## src/hdl/fprs_pkg.sv

```systemverilog
// fprs_pkg: shared types and constants of the flit receive and scatter core.
// Used by fprs_front, fprs_queue, fprs_back and the top level. No dependencies.
`timescale 1ns / 1ps

package fprs_pkg;

  // Store geometry and chunk limits
  localparam int MAX_ELEMENTS = 1048576;
  localparam int ADDR_SPAN    = 1048576;
  localparam int STORE_BOUND  = (MAX_ELEMENTS < ADDR_SPAN) ? MAX_ELEMENTS : ADDR_SPAN;
  localparam int MAX_CHUNKS   = 256;
  localparam int QUEUE_DEPTH  = 2;

  localparam logic [23:0] COUNT_MAX  = 24'h00FFFFFF;
  localparam logic [20:0] BASE_MAX   = 21'h1FFFFF;
  localparam logic [8:0]  CHUNK_SAT  = 9'h1FF;
  localparam logic [16:0] SPATIAL_RST = 17'd36;  // 6 * 6 pooled input

  // Register word indices (taken from address bits 3:2)
  localparam logic [1:0] REG_LAYOUT   = 2'd0;
  localparam logic [1:0] REG_SPATIAL  = 2'd1;
  localparam logic [1:0] REG_TENSOR   = 2'd2;
  localparam logic [1:0] REG_EXPECTED = 2'd3;

  typedef enum logic [1:0] {
    CODE_HEAD = 2'd0,
    CODE_BODY = 2'd1,
    CODE_TAIL = 2'd2,
    CODE_SKIP = 2'd3
  } flit_code_e;

  typedef enum logic [3:0] {
    PT_DATA   = 4'd0,
    PT_WEIGHT = 4'd1,
    PT_BIAS   = 4'd2,
    PT_RESULT = 4'd3
  } pkt_type_e;

  typedef enum logic [1:0] {
    TGT_INPUT  = 2'd0,
    TGT_WEIGHT = 2'd1,
    TGT_BIAS   = 2'd2
  } target_e;

  typedef enum logic [2:0] {
    ERR_NONE      = 3'd0,
    ERR_BODY_IDLE = 3'd1,
    ERR_TAIL_IDLE = 3'd2,
    ERR_UNKNOWN   = 3'd3,
    ERR_OVERFLOW  = 3'd4
  } err_e;

  typedef struct packed {
    logic        layout_mode;
    logic [16:0] spatial_size;
    logic [20:0] tensor_size;
    logic [8:0]  expected_chunks;
  } cfg_t;

  // Finished result beat
  typedef struct packed {
    logic        wv;
    target_e     wt;
    logic [19:0] wa;
    logic [31:0] wd;
    logic        wl;
    logic        bl;
    logic        ic;
    err_e        err;
  } res_t;

  // Classified flit handed from front to back
  typedef struct packed {
    res_t        res;      // complete unless scatter is set
    logic        scatter;  // result body that still needs address resolution
    logic        mode;
    logic [23:0] j;
    logic [20:0] base;
    logic [20:0] limit;
    logic [16:0] sp;
    logic [20:0] bound;
  } ent_t;

endpackage

```

## src/hdl/fprs_front.sv

```systemverilog
// fprs_front: packet state tracker and flit classifier.
// Depends on fprs_pkg.
`timescale 1ns / 1ps

module fprs_front (
  input  logic            clk_i,
  input  logic            rst_ni,
  input  logic            accept_i,
  input  logic [1:0]      flit_code_i,
  input  logic [31:0]     flit_bits_i,
  input  fprs_pkg::cfg_t  cfg_i,
  output fprs_pkg::ent_t  ent_o
);

  logic        in_packet_q,   in_packet_d;
  logic [3:0]  packet_kind_q, packet_kind_d;
  logic [23:0] body_cnt_q,    body_cnt_d;
  logic [20:0] chunk_base_q,  chunk_base_d;
  logic [20:0] chunk_limit_q, chunk_limit_d;
  logic [8:0]  chunks_q,      chunks_d;

  logic [16:0] sp_eff;
  logic [20:0] bound;
  logic [8:0]  need;
  logic [8:0]  chunks_inc;
  logic [20:0] f2i_val;

  // Truncate a float word to a non-negative index, saturating at BASE_MAX
  function automatic logic [20:0] f2i(input logic [31:0] w);
    logic [7:0]  e;
    logic [22:0] m;
    logic [7:0]  sh;
    logic [23:0] sig;
    logic [20:0] r;
    e   = w[30:23];
    m   = w[22:0];
    sh  = e - 8'd127;
    sig = {1'b1, m};
    r   = '0;
    if (e == 8'hFF) begin
      r = ((m != '0) || w[31]) ? 21'd0 : fprs_pkg::BASE_MAX;
    end else if ((e < 8'd127) || w[31]) begin
      r = 21'd0;
    end else if (sh >= 8'd21) begin
      r = fprs_pkg::BASE_MAX;
    end else begin
      r = 21'(sig >> (5'd23 - sh[4:0]));
    end
    return r;
  endfunction

  // Derived configuration values
  always_comb begin
    sp_eff = (cfg_i.spatial_size == '0) ? 17'd1 : cfg_i.spatial_size;
    bound  = ({11'd0, cfg_i.tensor_size} < 32'(fprs_pkg::STORE_BOUND)) ?
             cfg_i.tensor_size : 21'(fprs_pkg::STORE_BOUND);
    if (cfg_i.expected_chunks == '0) begin
      need = 9'd1;
    end else if ({23'd0, cfg_i.expected_chunks} > 32'(fprs_pkg::MAX_CHUNKS)) begin
      need = 9'(fprs_pkg::MAX_CHUNKS);
    end else begin
      need = cfg_i.expected_chunks;
    end
    chunks_inc = (chunks_q < fprs_pkg::CHUNK_SAT) ? chunks_q + 9'd1 : chunks_q;
    f2i_val    = f2i(flit_bits_i);
  end

  // Classify the flit and compute next packet state
  always_comb begin
    in_packet_d   = in_packet_q;
    packet_kind_d = packet_kind_q;
    body_cnt_d    = body_cnt_q;
    chunk_base_d  = chunk_base_q;
    chunk_limit_d = chunk_limit_q;
    chunks_d      = chunks_q;

    ent_o         = '0;
    ent_o.res.wt  = fprs_pkg::TGT_INPUT;
    ent_o.res.err = fprs_pkg::ERR_NONE;
    ent_o.res.wd  = flit_bits_i;
    ent_o.mode    = cfg_i.layout_mode;
    ent_o.j       = body_cnt_q - 24'd2;
    ent_o.base    = chunk_base_q;
    ent_o.limit   = chunk_limit_q;
    ent_o.sp      = sp_eff;
    ent_o.bound   = bound;

    case (flit_code_i)
      fprs_pkg::CODE_HEAD: begin
        in_packet_d   = 1'b1;
        packet_kind_d = flit_bits_i[27:24];
        body_cnt_d    = '0;
        chunk_base_d  = '0;
        chunk_limit_d = '0;
      end
      fprs_pkg::CODE_BODY: begin
        if (!in_packet_q) begin
          ent_o.res.err = fprs_pkg::ERR_BODY_IDLE;
        end else begin
          if (packet_kind_q == fprs_pkg::PT_DATA || packet_kind_q == fprs_pkg::PT_WEIGHT ||
              packet_kind_q == fprs_pkg::PT_BIAS) begin
            if ({8'd0, body_cnt_q} < 32'(fprs_pkg::STORE_BOUND)) begin
              ent_o.res.wv = 1'b1;
              ent_o.res.wt = fprs_pkg::target_e'(packet_kind_q[1:0]);
              ent_o.res.wa = body_cnt_q[19:0];
            end else begin
              ent_o.res.err = fprs_pkg::ERR_OVERFLOW;
            end
          end else if (packet_kind_q == fprs_pkg::PT_RESULT) begin
            if (body_cnt_q == 24'd0) begin
              chunk_base_d = f2i_val;
            end else if (body_cnt_q == 24'd1) begin
              chunk_limit_d = f2i_val;
            end else begin
              ent_o.scatter = 1'b1;
            end
          end
          if (body_cnt_q < fprs_pkg::COUNT_MAX) begin
            body_cnt_d = body_cnt_q + 24'd1;
          end
        end
      end
      fprs_pkg::CODE_TAIL: begin
        if (!in_packet_q) begin
          ent_o.res.err = fprs_pkg::ERR_TAIL_IDLE;
        end else begin
          case (packet_kind_q)
            fprs_pkg::PT_DATA: begin
              ent_o.res.ic = 1'b1;
              chunks_d     = '0;
            end
            fprs_pkg::PT_WEIGHT: ent_o.res.wl = 1'b1;
            fprs_pkg::PT_BIAS:   ent_o.res.bl = 1'b1;
            fprs_pkg::PT_RESULT: begin
              if (body_cnt_q >= 24'd2) begin
                chunks_d = chunks_inc;
                if (chunks_inc >= need) begin
                  ent_o.res.ic = 1'b1;
                  chunks_d     = '0;
                end
              end
            end
            default: ent_o.res.err = fprs_pkg::ERR_UNKNOWN;
          endcase
          in_packet_d   = 1'b0;
          packet_kind_d = '0;
          body_cnt_d    = '0;
          chunk_base_d  = '0;
          chunk_limit_d = '0;
        end
      end
      default: begin
        // ignored flit: no state change, empty result
      end
    endcase
    // Payload of a non-writing beat reads as zero
    if (!ent_o.res.wv && !ent_o.scatter) begin
      ent_o.res.wd = '0;
    end
  end

  // Advance packet state on every accepted flit
  always_ff @(posedge clk_i or negedge rst_ni) begin
    if (!rst_ni) begin
      in_packet_q   <= 1'b0;
      packet_kind_q <= '0;
      body_cnt_q    <= '0;
      chunk_base_q  <= '0;
      chunk_limit_q <= '0;
      chunks_q      <= '0;
    end else if (accept_i) begin
      in_packet_q   <= in_packet_d;
      packet_kind_q <= packet_kind_d;
      body_cnt_q    <= body_cnt_d;
      chunk_base_q  <= chunk_base_d;
      chunk_limit_q <= chunk_limit_d;
      chunks_q      <= chunks_d;
    end
  end

endmodule

```

## src/hdl/fprs_queue.sv

```systemverilog
// fprs_queue: short FIFO of classified flits between front and back.
// Depends on fprs_pkg.
`timescale 1ns / 1ps

module fprs_queue (
  input  logic            clk_i,
  input  logic            rst_ni,
  input  logic            push_i,
  input  fprs_pkg::ent_t  push_data_i,
  output logic            full_o,
  output logic            valid_o,
  output fprs_pkg::ent_t  head_o,
  input  logic            pop_i
);

  localparam int PW = (fprs_pkg::QUEUE_DEPTH > 1) ? $clog2(fprs_pkg::QUEUE_DEPTH) : 1;
  localparam int CW = $clog2(fprs_pkg::QUEUE_DEPTH + 1);

  fprs_pkg::ent_t mem_q [fprs_pkg::QUEUE_DEPTH];
  logic [PW-1:0]  wr_ptr_q, rd_ptr_q;
  logic [CW-1:0]  count_q;

  assign full_o  = (count_q == CW'(fprs_pkg::QUEUE_DEPTH));
  assign valid_o = (count_q != '0);
  assign head_o  = mem_q[rd_ptr_q];

  // Store pushed entries
  always_ff @(posedge clk_i) begin
    if (push_i) begin
      mem_q[wr_ptr_q] <= push_data_i;
    end
  end

  // Track pointers and fill level
  always_ff @(posedge clk_i or negedge rst_ni) begin
    if (!rst_ni) begin
      wr_ptr_q <= '0;
      rd_ptr_q <= '0;
      count_q  <= '0;
    end else begin
      if (push_i) begin
        wr_ptr_q <= (wr_ptr_q == PW'(fprs_pkg::QUEUE_DEPTH - 1)) ? '0 : wr_ptr_q + 1'b1;
      end
      if (pop_i) begin
        rd_ptr_q <= (rd_ptr_q == PW'(fprs_pkg::QUEUE_DEPTH - 1)) ? '0 : rd_ptr_q + 1'b1;
      end
      case ({push_i, pop_i})
        2'b10:   count_q <= count_q + 1'b1;
        2'b01:   count_q <= count_q - 1'b1;
        default: count_q <= count_q;
      endcase
    end
  end

endmodule

```

## src/hdl/fprs_back.sv

```systemverilog
// fprs_back: scatter address resolution and result output register.
// Depends on fprs_pkg; fed by fprs_queue.
`timescale 1ns / 1ps

module fprs_back (
  input  logic            clk_i,
  input  logic            rst_ni,
  input  logic            q_valid_i,
  input  fprs_pkg::ent_t  q_head_i,
  output logic            q_pop_o,
  output logic            res_valid_o,
  input  logic            res_stall_i,
  output fprs_pkg::res_t  res_o
);

  // Product stage
  logic           s1_v_q;
  fprs_pkg::ent_t s1_ent_q;
  logic [37:0]    s1_pb_q;
  logic [37:0]    s1_pl_q;
  // Output stage
  logic           out_v_q;
  fprs_pkg::res_t out_q, out_d;

  logic        out_ready, s1_ready;
  logic [37:0] lim_ext, base_ext;
  logic [38:0] dst;
  logic        in_range;

  assign out_ready = !out_v_q || !res_stall_i;
  assign s1_ready  = !s1_v_q || out_ready;
  assign q_pop_o   = q_valid_i && s1_ready;

  // Scale chunk start and count by the spatial size
  always_ff @(posedge clk_i or negedge rst_ni) begin
    if (!rst_ni) begin
      s1_v_q <= 1'b0;
    end else if (s1_ready) begin
      s1_v_q <= q_valid_i;
    end
  end

  always_ff @(posedge clk_i) begin
    if (q_pop_o) begin
      s1_ent_q <= q_head_i;
      s1_pb_q  <= q_head_i.base * q_head_i.sp;
      s1_pl_q  <= q_head_i.limit * q_head_i.sp;
    end
  end

  // Check bounds and form the scatter write
  always_comb begin
    lim_ext  = s1_ent_q.mode ? {17'd0, s1_ent_q.limit} : s1_pl_q;
    base_ext = s1_ent_q.mode ? {17'd0, s1_ent_q.base}  : s1_pb_q;
    dst      = {1'b0, base_ext} + {15'd0, s1_ent_q.j};
    in_range = ({14'd0, s1_ent_q.j} < lim_ext) && (dst < {18'd0, s1_ent_q.bound});
    out_d    = s1_ent_q.res;
    if (s1_ent_q.scatter) begin
      if (in_range) begin
        out_d.wv = 1'b1;
        out_d.wt = fprs_pkg::TGT_INPUT;
        out_d.wa = dst[19:0];
      end else begin
        out_d.wd  = '0;
        out_d.err = fprs_pkg::ERR_OVERFLOW;
      end
    end
  end

  // Hold the result until the consumer takes it
  always_ff @(posedge clk_i or negedge rst_ni) begin
    if (!rst_ni) begin
      out_v_q <= 1'b0;
    end else if (out_ready) begin
      out_v_q <= s1_v_q;
    end
  end

  always_ff @(posedge clk_i) begin
    if (out_ready && s1_v_q) begin
      out_q <= out_d;
    end
  end

  assign res_valid_o = out_v_q;
  assign res_o       = out_q;

  // A write beat never carries an error code
  a_write_no_err: assert property (@(posedge clk_i) disable iff (!rst_ni)
    (out_v_q && out_q.wv) |-> (out_q.err == fprs_pkg::ERR_NONE))
    else $error("write beat with error code");

  // Weight and bias loaded never pulse together
  a_loaded_excl: assert property (@(posedge clk_i) disable iff (!rst_ni)
    out_v_q |-> !(out_q.wl && out_q.bl))
    else $error("weight and bias loaded together");

  // Product stage holds while the output register is blocked
  a_s1_hold: assert property (@(posedge clk_i) disable iff (!rst_ni)
    (s1_v_q && !out_ready) |=> (s1_v_q && $stable(s1_pb_q) && $stable(s1_pl_q)))
    else $error("product stage changed under stall");

  // A scatter write stays below the store span
  a_scatter_span: assert property (@(posedge clk_i) disable iff (!rst_ni)
    (s1_v_q && s1_ent_q.scatter && in_range) |-> (dst[38:20] == '0))
    else $error("scatter address beyond store span");

endmodule

```

## src/hdl/flit_packet_receive_and_scatter_core.sv

```systemverilog
// flit_packet_receive_and_scatter_core: top level with APB register file.
// Depends on fprs_pkg, fprs_front, fprs_queue and fprs_back.
`timescale 1ns / 1ps

// Takes one flit per cycle while flit_stall_o is low and returns exactly one
// result beat per flit, in order. An accepted flit passes the queue write,
// then a product stage that scales chunk start and count by the spatial size,
// then the output register, before its result beat is shown. A two-entry
// queue separates the packet tracker from the scatter pipeline, so flits keep
// being accepted while a result waits on res_stall_i; flit_stall_o rises only
// when that queue is full. Registers (APB, 4-byte stride): 0 layout_mode,
// 1 spatial_size, 2 tensor_size, 3 expected_chunks.
// Write them only while no flit is in flight.
module flit_packet_receive_and_scatter_core (
  input  logic        clk_i,
  input  logic        rst_ni,
  // APB configuration port
  input  logic        psel,
  input  logic        penable,
  input  logic        pwrite,
  input  logic [3:0]  paddr,
  input  logic [31:0] pwdata,
  output logic [31:0] prdata,
  output logic        pready,
  // Flit input
  input  logic        flit_valid_i,
  output logic        flit_stall_o,
  input  logic [1:0]  flit_code_i,
  input  logic [31:0] flit_bits_i,
  // Result output
  output logic        res_valid_o,
  input  logic        res_stall_i,
  output logic        write_valid_o,
  output logic [1:0]  write_target_o,
  output logic [19:0] write_address_o,
  output logic [31:0] write_data_o,
  output logic        weight_loaded_o,
  output logic        bias_loaded_o,
  output logic        input_complete_o,
  output logic [2:0]  error_code_o
);

  fprs_pkg::cfg_t cfg_q;
  fprs_pkg::ent_t front_ent, q_head;
  fprs_pkg::res_t res;
  logic           q_full, q_valid, q_pop;
  logic           flit_accept;
  logic           cfg_wr;

  // Register file
  assign pready = 1'b1;
  assign cfg_wr = psel && penable && pwrite && pready;

  always_ff @(posedge clk_i or negedge rst_ni) begin
    if (!rst_ni) begin
      cfg_q.layout_mode     <= 1'b0;
      cfg_q.spatial_size    <= fprs_pkg::SPATIAL_RST;
      cfg_q.tensor_size     <= '0;
      cfg_q.expected_chunks <= 9'd1;
    end else if (cfg_wr) begin
      case (paddr[3:2])
        fprs_pkg::REG_LAYOUT:   cfg_q.layout_mode     <= pwdata[0];
        fprs_pkg::REG_SPATIAL:  cfg_q.spatial_size    <= pwdata[16:0];
        fprs_pkg::REG_TENSOR:   cfg_q.tensor_size     <= pwdata[20:0];
        fprs_pkg::REG_EXPECTED: cfg_q.expected_chunks <= pwdata[8:0];
        default: ;
      endcase
    end
  end

  always_comb begin
    case (paddr[3:2])
      fprs_pkg::REG_LAYOUT:   prdata = {31'd0, cfg_q.layout_mode};
      fprs_pkg::REG_SPATIAL:  prdata = {15'd0, cfg_q.spatial_size};
      fprs_pkg::REG_TENSOR:   prdata = {11'd0, cfg_q.tensor_size};
      fprs_pkg::REG_EXPECTED: prdata = {23'd0, cfg_q.expected_chunks};
      default:                prdata = '0;
    endcase
  end

  // Accept a flit whenever the queue has room
  assign flit_stall_o = q_full;
  assign flit_accept  = flit_valid_i && !q_full;

  fprs_front u_front (
    .clk_i       (clk_i),
    .rst_ni      (rst_ni),
    .accept_i    (flit_accept),
    .flit_code_i (flit_code_i),
    .flit_bits_i (flit_bits_i),
    .cfg_i       (cfg_q),
    .ent_o       (front_ent)
  );

  fprs_queue u_queue (
    .clk_i       (clk_i),
    .rst_ni      (rst_ni),
    .push_i      (flit_accept),
    .push_data_i (front_ent),
    .full_o      (q_full),
    .valid_o     (q_valid),
    .head_o      (q_head),
    .pop_i       (q_pop)
  );

  fprs_back u_back (
    .clk_i       (clk_i),
    .rst_ni      (rst_ni),
    .q_valid_i   (q_valid),
    .q_head_i    (q_head),
    .q_pop_o     (q_pop),
    .res_valid_o (res_valid_o),
    .res_stall_i (res_stall_i),
    .res_o       (res)
  );

  // Drive result fields
  assign write_valid_o    = res.wv;
  assign write_target_o   = res.wt;
  assign write_address_o  = res.wa;
  assign write_data_o     = res.wd;
  assign weight_loaded_o  = res.wl;
  assign bias_loaded_o    = res.bl;
  assign input_complete_o = res.ic;
  assign error_code_o     = res.err;

endmodule

```

## config.mk

```make
export PLATFORM = sky130hd
export DESIGN_NAME = flit_packet_receive_and_scatter_core
export DESIGN_NICKNAME = d
export VERILOG_FILES = /design/src/hdl/fprs_pkg.sv /design/src/hdl/fprs_front.sv /design/src/hdl/fprs_queue.sv /design/src/hdl/fprs_back.sv /design/src/hdl/flit_packet_receive_and_scatter_core.sv
export SDC_FILE = /design/constraint.sdc
export NUM_CORES = 2
export LEC_CHECK = 0
export ABC_CLOCK_PERIOD_IN_PS = 17800
export BUFFER_PORTS_ARGS = -buffer_cell sky130_fd_sc_hd__clkbuf_2
export CORE_ASPECT_RATIO = 0.8
export CORE_UTILIZATION = 64
export CTS_CLUSTER_DIAMETER = 30
export DETAILED_ROUTE_END_ITERATION = 6
export HOLD_SLACK_MARGIN = 0.08
export PLACE_DENSITY = 0.93
export RECOVER_POWER = 25
export REMOVE_ABC_BUFFERS = 1
export SLEW_MARGIN = 30
export SYNTH_ARGS = -nofsm -noshare
export SYNTH_HDL_FRONTEND = slang
export SYNTH_SLANG_ARGS = --single-unit
```

## constraint.sdc

```tcl
create_clock -name clk_i -period 17.8 [get_ports clk_i]
set_input_delay 1.78 -clock clk_i [delete_from_list [all_inputs] [get_ports clk_i]]
set_output_delay 1.78 -clock clk_i [all_outputs]
set_load 0.01 [all_outputs]
```

==> After elaboration in Yosys (flattened, before gate mapping) <==
Memories as Yosys holds them, arrays and structs flattened.
Cells that the tools add are included.
{ "totals": {"ff_bits": 421, "ram_bits": 334, "in_bits": 77, "output_inout_bits": 96, "elab_cells": 196, "n_memories": 1} }
{ "mem_list": {"columns": ["name", "words", "width", "read_ports", "rd_clocked_by_memory_dff", "wr", "line", "text"], "rows": [
  ["u_queue.mem_q", 2, 167, 1, 0, 1, "fprs_queue.sv:19", "fprs_pkg::ent_t mem_q [fprs_pkg::QUEUE_DEPTH];"]
]} }
{ "classes": {"addsub": 10, "multipliers": 2, "order_cmp": 11, "eq_ne": 22, "shifts": 1, "muxes": 68, "n_reduce_logical": 42} }
{ "op_table": {"columns": ["op", "count"], "rows": [
  ["$mux 21", 15],
  ["$pmux 32 s4", 1],
  ["$pmux 21 s3", 2],
  ["$mux 23", 5],
  ["$mul 21x17->38", 2],
  ["$mux 38", 2],
  ["$mux 24", 3],
  ["$pmux 24 s3", 1],
  ["$mux 32", 2],
  ["$mux 55", 1],
  ["$mux 9", 5],
  ["$add 38x24->39", 1],
  ["$lt 39x21->1", 1],
  ["$lt 24x38->1", 1],
  ["$add 24x1->24 const B", 1],
  ["$eq 24x1->1 const B", 1],
  ["$ge 24x2->1 const B", 1],
  ["$logic_not 24->1", 1],
  ["$lt 24x21->1 const B", 1],
  ["$lt 24x24->1 const B", 1],
  ["$mux 3", 8],
  ["$shr 24x5->21", 1],
  ["$sub 24x2->24 const B", 1],
  ["$reduce_bool 23->1", 1],
  ["other kinds (43)", 97]
]} }

==> Logic depth before layout (Yosys ltp) <==
{ "logic_depth": {"ltp_word": 12, "ltp_mapped": 31, "depth_no_buf": 26} }

==> By module <==
A second synthesis with hierarchy kept.
{ "unflattened": {"hier_cells": 5040, "hier_area_um2": 57471.4} }
{ "modules_own_cells": {"columns": ["module", "instances", "cells_each", "area_each_um2", "seq_area_each_um2"], "rows": [
  ["fprs_back", 1, 3522, 35536.6, 8668.3],
  ["fprs_queue", 1, 536, 12664.6, 10129.7],
  ["fprs_front", 1, 825, 6979.2, 2001.9],
  ["flit_packet_receive_and_scatter_core", 1, 157, 2290.9, 1204.9]
]} }

==> Worst setup path before layout <==
Ideal clock, no wire load.
{ "synth_timing": {"kind": "input port to flip-flop", "from": "input port res_stall_i", "to": "register u_queue.count_q[1]", "setup_ns": 0.079, "arrival_ns": 14.720, "required_ns": 17.721, "path_slack_ns": 3.001, "cell_stages": 4, "n_path_buf": 0, "path_cell_list": "a31oi_1 ha_1 nor2_1 xor2_1"} }
{ "synth_between": {"elab_chain_cells": 6, "elab_cells_between_ends": 8, "cone_classes": "eq/ne (2); mux (1); reduce/logical (5)"} }
{ "synth_lines": {"columns": ["element", "line", "text"], "rows": [
  ["from (decl)", "flit_packet_receive_and_scatter_core.sv:32", "input logic res_stall_i,"],
  ["$logic_not 1->1 (*)", "fprs_back.sv:30", "assign out_ready = !out_v_q || !res_stall_i;"],
  ["$logic_or 1x1->1 (*)", "fprs_back.sv:30", null],
  ["$logic_or 1x1->1 (*)", "fprs_back.sv:31", "assign s1_ready = !s1_v_q || out_ready;"],
  ["$logic_and 1x1->1 (*)", "fprs_back.sv:32", "assign q_pop_o = q_valid_i && s1_ready;"],
  ["$eq 2x1->1 or $eq 2x2->1 (tied branches)", "fprs_queue.sv:47", "case ({push_i, pop_i})"],
  ["$pmux 2 s2 or $reduce_bool 2->1 (tied branches)", null, null],
  ["to (signal assigned)", "fprs_queue.sv:48", "2'b10: count_q <= count_q + 1'b1;"],
  ["to (signal assigned)", "fprs_queue.sv:49", "2'b01: count_q <= count_q - 1'b1;"],
  ["to (signal assigned)", "fprs_queue.sv:50", "default: count_q <= count_q;"],
  ["to (decl)", "fprs_queue.sv:21", "logic [CW-1:0] count_q;"]
]} }
Mark *: on every way between the ends. The rest lies on a longest branch, timed or not.
A chain may end at the register's enable or synchronous reset.

==> Worst setup path after layout <==
{ "layout_timing": {"from": "register u_queue.rd_ptr_q", "to": "register u_back.s1_pl_q[36] (data pin)"} }
{ "layout_between": {"elab_chain_cells": 2} }
{ "layout_lines": {"columns": ["element", "line", "text"], "rows": [
  ["from (decl)", "fprs_queue.sv:20", "logic [PW-1:0] wr_ptr_q, rd_ptr_q;"],
  ["from (signal assigned)", "fprs_queue.sv:45", "rd_ptr_q <= (rd_ptr_q == PW'(fprs_pkg::QUEUE_DEPTH - 1)) ? '0 : rd_ptr_q + 1'b1;"],
  ["$mem_v2 2x167", null, null],
  ["$mul 21x17->38", "fprs_back.sv:47", "s1_pl_q <= q_head_i.limit * q_head_i.sp;"],
  ["to (signal assigned)", "fprs_back.sv:47", null],
  ["to (decl)", "fprs_back.sv:20", "logic [37:0] s1_pl_q;"]
]} }
Every way passes these cells.

==> summary.txt <==
Routing
  • First-pass DRT Iterations: 7
  • Antenna-violating nets left: 0
  • Detailed Route Iter0 Violations: 6,149
  • Vias: 41.1k
  • DRC viols: 31
  • WL/cell: 25.4 microns
  • Vias per cell: 6.47
  • Aggregate routed wire length: 162,000 microns

Clock network
  • Clock sinks: 755
  • CTS Buf Count: 102
  • Clk Latency, worst-skew pair: 0.70 ns
  • CTS root buf: clkbuf_16
  • Max clock buf depth: 3
  • Post-cts resize count: 0
  • Worst-path clk slew: 0.06 ns
  • Post-CTS Setup Repair Bufs: 0
  • Cts hold-fix bufs: 0
  • CTS tree: yes
  • Htree depth: 3

Status
  • Status: finished with violations
  • Failing checks: design-rule violations, max-capacitance violations, max-slew violations

Floorplan
  • Core region area: 86,000 sq um
  • DIE WIDTH: 332 microns
  • IO Count: 173
  • # rows: 96
  • Starting Density: 0.648
  • Die H: 266 microns
  • Die area: 88,300 sq um

Layout
  • Design Area, Final: 61,400 sq um
  • Post-layout net count: 6,091
  • Commonest non-fill, non-tap cell in the layout: inv_1
  • Layout cells sized above 1: 0.131
  • Most frequent cells in the layout: inv_1, edfxtp_1, fa_1, nand2_1, nor2_1
  • Layout Area Growth over Synthesis: 10.0%

Synthesis
  • XOR/XNOR Fraction of Synth Area: 0.0210
  • Top cell type's share of synthesized area: 0.334
  • Top_reg_cell synth: edfxtp_1
  • Syn avg cell area: 11.1 sq um
  • Main combinational cell family by area after synthesis: adder cells
  • Synth Area in Adders: 0.275
  • Synth area leader: edfxtp_1
  • Mux contribution to synthesized area: 0.0775
  • Synth Area in Compound Gates: 0.0522
  • EDFF count, synth: 621
  • Synth cell types: 82
  • Register bit count reported by yosys: 755
  • Seq/Total Area, Yosys: 0.395
  • Simple-gate share of the synthesized area: 0.108
  • Cells after Synth: 5,024
  • Ys async rst share: 0.177
  • Ranking of synthesized cells by area: edfxtp_1, fa_1, ha_1, dfrtp_1, inv_1
  • YS warnings: 0
  • Post-synthesis cell area: 55,800 sq um

Timing
  • Relative slew slack: -1.84
  • Final setup TNS: 0 ns
  • Tcrit/Tclk final: 0.635
  • Final hold vios: 0
  • Fin crit period: 11.30 ns
  • Setup violations, final: 0
  • RSZ-0062 raised after global routing: false
  • Worst Tran Pin Value: 4.26 ns
  • Clock Skews: 0.0382 ns
  • Max-slew violation count: 225
  • Fmax: 88.5 MHz

GRT
  • Vias in the first global route: 43.3k
  • Antenna violations before repair: 12
  • Largest net degree at the start of global routing: 185
  • First-pass GRT wire length: 242,000 microns
  • All-Layer GR Usage: 0.361
  • Grt ovf: 0

Worst setup path
  • Critical Path Stages: 24
  • R2R cell count: 24
  • Crit Path Max Fanout: 128
  • Critical path data arrival time: 11.72 ns
  • Critical path's top delay family: adder cells
  • Endpoint class of the critical path: flip-flop
  • Most frequent CP cell: fa_1
  • CP peak stage delay: 2.42 ns
  • Crit start category: flip-flop
  • Worst Path Required: 18.22 ns
  • CP cell instances: buf_12 > mux2_2 > nand2_1 > fa_1 > inv_1 > fa_1 > fa_1 > inv_1 > fa_1 > fa_1 > fa_1 > inv_1 > ha_1 > a21o_1 > a21o_1 > a21o_1 > a21o_1 > a31o_2 > nor4_1 > o41ai_1 > a2111oi_0 > or2_2 > o211ai_1 > a211o_1
  • Setup Crit Path Kind: reg2reg
  • Slowest stage cell, crit path: dfrtp_1
  • Crit path buf inv count: 4

Hold path
  • Hold/Removal Path Class: reg2reg
  • Worst Hold Depth: 0

Place
  • Routability cong.: 0.955
  • Post-DP HPWL: 107,000 microns
  • Area after DPL: 57,700 sq um
  • PortBufs: 147

Run
  • Max_cap viols: 5
[registers in the layout, summed over array words and instances, names as in the netlist, 2 cells and up]
| signal | cells |
|---|---|
| cfg_q | 48 |
| u_front.packet_kind_q | 4 |
| u_back.s1_pl_q | 38 |
| u_queue.mem_q | 334 |
| u_back.out_d | 3 |
| u_queue.count_q | 2 |
| u_back.s1_ent_q | 147 |
| u_front.chunk_base_q | 21 |
| u_front.chunk_limit_q | 21 |
| u_front.body_cnt_q | 24 |
| u_back.s1_pb_q | 38 |
| u_front.chunks_q | 9 |
| u_back.res_o | 61 |
[worst paths after layout]
path | from | slack (ns) | endpoint
max | u_queue.rd_ptr_q | 6.50 | u_back.s1_pl_q[36]
min | u_back.out_d[4] | 0.44 | u_back.res_o[4]
max reg2reg | u_queue.rd_ptr_q | 6.50 | u_back.s1_pl_q[36]
min reg2reg | u_back.out_d[4] | 0.44 | u_back.res_o[4]
max in group asynchronous | rst_ni | 10.02 | u_front.body_cnt_q[17]
min in group asynchronous | rst_ni | 2.33 | u_front.chunk_base_q[15]
[layer usage]
| metal | wire length, microns | track usage | vias to the layer above |
|---|---|---|---|
| met3 | 24200 | 0.135 | 1071 |
| met2 | 72000 | 0.559 | 3604 |
| met5 | 117 | 0 | - |
| met4 | 12000 | 0.221 | 18 |
| li1 | - | - | 16671 |
| met1 | 53200 | 0.430 | 19741 |
[cell usage after synthesis, drive strengths merged (21+ instances only)]
master / instances
inv: 811
edfxtp: 621
fa: 569
nand2: 565
nor2: 425
ha: 315
mux2: 270
clkbuf: 159
a21oi: 135
dfrtp: 131
mux2i: 99
o21ai: 99
xnor2: 84
nor2b: 82
and2: 70
buf: 60
a21o: 53
nand3: 50
xor2: 50
nor3: 41
a31oi: 25
nor4: 24
nand2b: 21
[cell type report]
cell class	count	area, sq um
multi-input cells	3237	29900
inverters	823	3090
repair buffers	211	1240
clock buffers	114	2660
well taps	1127	1410
flip-flops and latches	755	22000
fillers	5026	24700
diodes	5	12.5
clock inverters	78	997
[metrics by stage]
stage	hold slack, ns	utilization	cells	setup slack, ns
final	0.438	0.713	6350	6.50
after global routing	0.447	0.713	6345	6.19
after detailed placement	0.422	0.671	6151	8.26
after CTS	0.441	0.713	6343	8.08
after floorplan	0.400	-	4815	3.00
after global placement	0.404	0.671	6151	8.44
[logic make-up (layout without fill, tap and decap cells)]
logic type | Yosys count | in the layout
simple gates | 1369 | 1369
buf+inv | 1042 | 1226
fa+ha+maj | 884 | 884
flops | 755 | 755
compound gates | 456 | 456
mux | 382 | 382
xor+xnor | 134 | 134
other cells | 2 | 17
Power is left out: the tool's default activity adds up to more than one toggle a clock period on the data nets, which glitch-free logic cannot reach.
